File: src/sv/hvfm_ram.sv
// ============================================================================
// hvfm_ram
// Generic single-write, single-read RAM with registered read data.
// ============================================================================
module hvfm_ram #(
  parameter int WIDTH = 10,
  parameter int DEPTH = 324,
  localparam int ADDR_W = (DEPTH > 1) ? $clog2(DEPTH) : 1
) (
  input  logic              clk_i,
  input  logic              we_i,
  input  logic [ADDR_W-1:0] waddr_i,
  input  logic [WIDTH-1:0]  wdata_i,
  input  logic [ADDR_W-1:0] raddr_i,
  output logic [WIDTH-1:0]  rdata_o
);

  logic [WIDTH-1:0] mem_q [DEPTH];
  logic [WIDTH-1:0] rdata_q;

  // write port
  always_ff @(posedge clk_i) begin
    if (we_i) begin
      mem_q[waddr_i] <= wdata_i;
    end
  end

  // registered read port
  always_ff @(posedge clk_i) begin
    rdata_q <= mem_q[raddr_i];
  end

  assign rdata_o = rdata_q;

endmodule

File: config.mk
export PLATFORM = sky130hd
export DESIGN_NAME = hvfm_ram
export DESIGN_NICKNAME = d
export VERILOG_FILES = /design/src/sv/hvfm_ram.sv
export SDC_FILE = /design/constraint.sdc
export NUM_CORES = 2
export LEC_CHECK = 0
export ABC_CLOCK_PERIOD_IN_PS = 3550
export BUFFER_PORTS_ARGS = -buffer_cell sky130_fd_sc_hd__buf_2
export CORE_AREA = 3 3 414 519
export DETAILED_ROUTE_END_ITERATION = 12
export DIE_AREA = 0 0 417 522
export GPL_ROUTABILITY_DRIVEN = 1
export MAX_ROUTING_LAYER = met4
export PLACE_DENSITY_LB_ADDON = 0.05
export SKIP_LAST_GASP = 1
export SLEW_MARGIN = 30
export SYNTH_ARGS = -nofsm -noshare
export SYNTH_HDL_FRONTEND = slang
export SYNTH_SLANG_ARGS = --single-unit
File: constraint.sdc
create_clock -name clk_i -period 3.55 [get_ports clk_i]
set_clock_uncertainty 0.05 [all_clocks]
set_input_delay 0.5325 -clock clk_i [delete_from_list [all_inputs] [get_ports clk_i]]
set_output_delay 0.5325 -clock clk_i [all_outputs]
set_load 0.03 [all_outputs]
==> impl_results.md <==
- Final period util: 0.902
- Most used DFF post-synth: edfxtp_1
- RD Place Congestion: 0.915
- Max-slew violations: 0
- Internal power: 62,300 µW
- CP max FO: 28
- Row cnt: 188
- Fin nets: 6,702
- Gate power share: 0.057
- Yosys top cell area share: 0.772
- CTS buffer count: 318
- DR iter-0 viols: 8,267
- Crit path cell chain: buf_12 > buf_12 > buf_12 > mux4_2 > and2_1 > o22ai_1 > a21oi_1 > a2111oi_0 > buf_4 > or4_1 > o21ai_1
- Max_cap viols: 0
- Tmin final: 3.20 ns
- M3 GR Usage: 0.0606
- Wirelength per Cell: 35.7 µm
- Synthesized flop and latch total: 3,250
- Clock share of power: 0.408
- Final Hold Viols: 0
- Worst hold path type: primary input to register
- Vias in the first global route: 65,337
- Synth warn: 0
- Core area: 0.210 mm²
- P&R area growth vs syn: 15.0%
- Slew HR: 0.297
- Count of different cell masters after synthesis: 67
- Tot GR Track Use: 0.332
- Post-Syn Area: 0.126 mm²
- Share of layout cells above drive strength 1: 0.303
- Setup Fix Bufs, Post-CTS: 0
- CP endpoint kind: register
- FFs w/ async S/R, synth: 0
- Synth Area per Inst: 21.6 µm²
- Max VDD drop: 0.637 mV
- Switch Pwr: 16,700 µW
- IO Pins: 40
- Initial Util: 0.600
- Insertion delay to the later sink of the worst-skew pair: 0.95 ns
- CTS tree: done
- Slowest cell on the critical path: a2111oi_0
- CTS root buffer: clkbuf_16
- Sw Ratio: 0.211
- Via count: 64,679
- Total gr overflow: 0
- Status: finished clean
- CP required: 4.29 ns
- Met2 GRT Util: 0.524
- DRT antenna net count: 0
- Setup violations, final: 0
- Top Usage Layer GRT: met2
- Synth Net Count: 5,854
- CTS H-tree depth: 5
- Maximum clock rate: 312 MHz
- Placed inst area: 0.135 mm²
- Cell mode on critical path: buf_12
- DRT Pass-1 Iters: 5
- PwrDens: 545 mW/mm²
- Largest net degree at the start of global routing: 120
- WL final: 345,000 µm
- Die X: 417 µm
- Die Y: 522 µm
- DP HPWL: 225,000 µm
- Most frequent cells in the layout: edfxtp_1 (3,240), mux4_2 (744), buf_4 (743)
- Kind of critical path: primary input to register
- DR DRC count: 0
- Total Die Area: 0.218 mm²
- Synth area leaders: edfxtp_1 (77%), mux4_2 (13%), mux2i_1 (2.2%), nor2_1 (1.1%), buf_6 (0.61%)
- P_leak: 0.0470 µW
- Commonest non-fill, non-tap cell in the layout: edfxtp_1
- Largest stage delay on the critical path: 0.86 ns
- Global-route wire length before repair: 491,000 µm
- Synth Instances: 5,824
- RSZ-0062 raised after global routing: no
- Port bufs: 39
- Crit path DAT: 3.94 ns
- Util after Layout: 0.690
- CTS sink cnt: 3,250
- Actual slew at the worst max-slew pin: 1.05 ns
- Via-to-Cell Ratio: 6.69
- Reg clk slew, reported paths: 0.06 ns
- Yosys top cell by area: edfxtp_1
- Clock buffer depth: 4
- Sequential Power Share: 0.536
- Post-synth EDFFs: 3,240
- M1 GR Usage: 0.439
- Setup crit start kind: primary input
- Initial antenna violation count: 11
- Sequential area share after synthesis: 0.774
- Finished layout cell area: 0.145 mm²
## area by class of cell
type,count,area [µm²]
Tap cell,2755,3450
Timing Repair Buffer,882,7920
Fill cell,13108,65100
Sequential cell,3250,97500
Inverter,5,27.5
Antenna cell,11,27.5
Clock inverter,164,1300
Multi-Input combinational cell,2215,26300
Clock buffer,388,8430
## power by group through the flow
stage	combinational, µW	sequential [µW]	clock, µW
floorplan	2100	43100	0
global placement	4410	43100	0
detailed placement	4470	43100	0
CTS	4480	42300	32600
global route	4650	42300	34100
finish	4490	42300	32200
## critical path, delay by kind of cell
family / cells / cell delay [ns]
AO/OA/AOI/OAI: 4 / 1.33
buffers and inverters: 4 / 0.99
multiplexers: 1 / 0.54
AND/OR/NAND/NOR: 2 / 0.48
## synth_stat cells (all sizes together), types with 6 or more instances
cell       n
buf      220
o22ai     81
nand2    128
o31ai     12
a21oi     93
mux2i    282
a22oi     79
a31oi     18
a22o      13
or2        6
edfxtp  3240
nand3     37
and2      15
nor2     372
o221ai    84
a311oi     6
nor3b      6
a211oi    17
nor3      37
clkbuf   134
a221oi    21
dfxtp     10
nand2b    13
mux4     744
nor2b     17
o21ai     43
mux2      14
nor4      12
## cells by family (layout without fill, tap and decap cells)
kind of cell / Yosys count / in the layout / synth area share
flops: 3250 / 3250 / 0.774
simple gates: 660 / 660 / 0.0223
mux: 1040 / 1040 / 0.157
buf+inv: 359 / 1439 / 0.0183
other cells: 0 / 11 / 0
compound gates: 515 / 515 / 0.0290
## through the flow
step | hold WS, ns | worst slack (ns) | std cells | power [µW] | setup TNS (ns)
global route | 0.0323 | 0.287 | 9666 | 81000 | 0
floorplan | 0.581 | 0.719 | 5824 | 45200 | 0
CTS | 0.0208 | 0.409 | 9659 | 79300 | 0
detailed placement | 0.807 | -0.537 | 9105 | 47600 | -2.30
global placement | 0.800 | -0.824 | 9104 | 47500 | -2.99
finish | 0.0409 | 0.348 | 9670 | 79000 | 0
## state kept, by name, summed over array words and instances, names as in the netlist
signal,count
rdata_o,10
mem_q,3240
## routing by layer
layer	vias to the layer above	share of wire
li1	26232	-
met1	34383	0.37
met2	3392	0.50
met3	672	0.091
met4	0	0.046
met5	-	0
## final timing paths
check	startpoint	end	slack, ns	depth (start not counted)
setup / recovery	raddr_i[0]	rdata_o[4]$_DFF_P_	0.35	11
hold / removal	wdata_i[6]	mem_q[288][6]$_DFFE_PP_	0.04	1
hold reg to reg	mem_q[323][9]$_DFFE_PP_	rdata_o[9]$_DFF_P_	0.82	4
setup reg to reg	mem_q[95][4]$_DFFE_PP_	rdata_o[4]$_DFF_P_	0.39	7
## timing repair
item | in CTS | in global routing
hold buffers | 2 | 0
gates resized for setup | 0 | 0
hold endpoints to repair | 71 | 0
No activity file was read; power rests on OpenSTA's default activity.
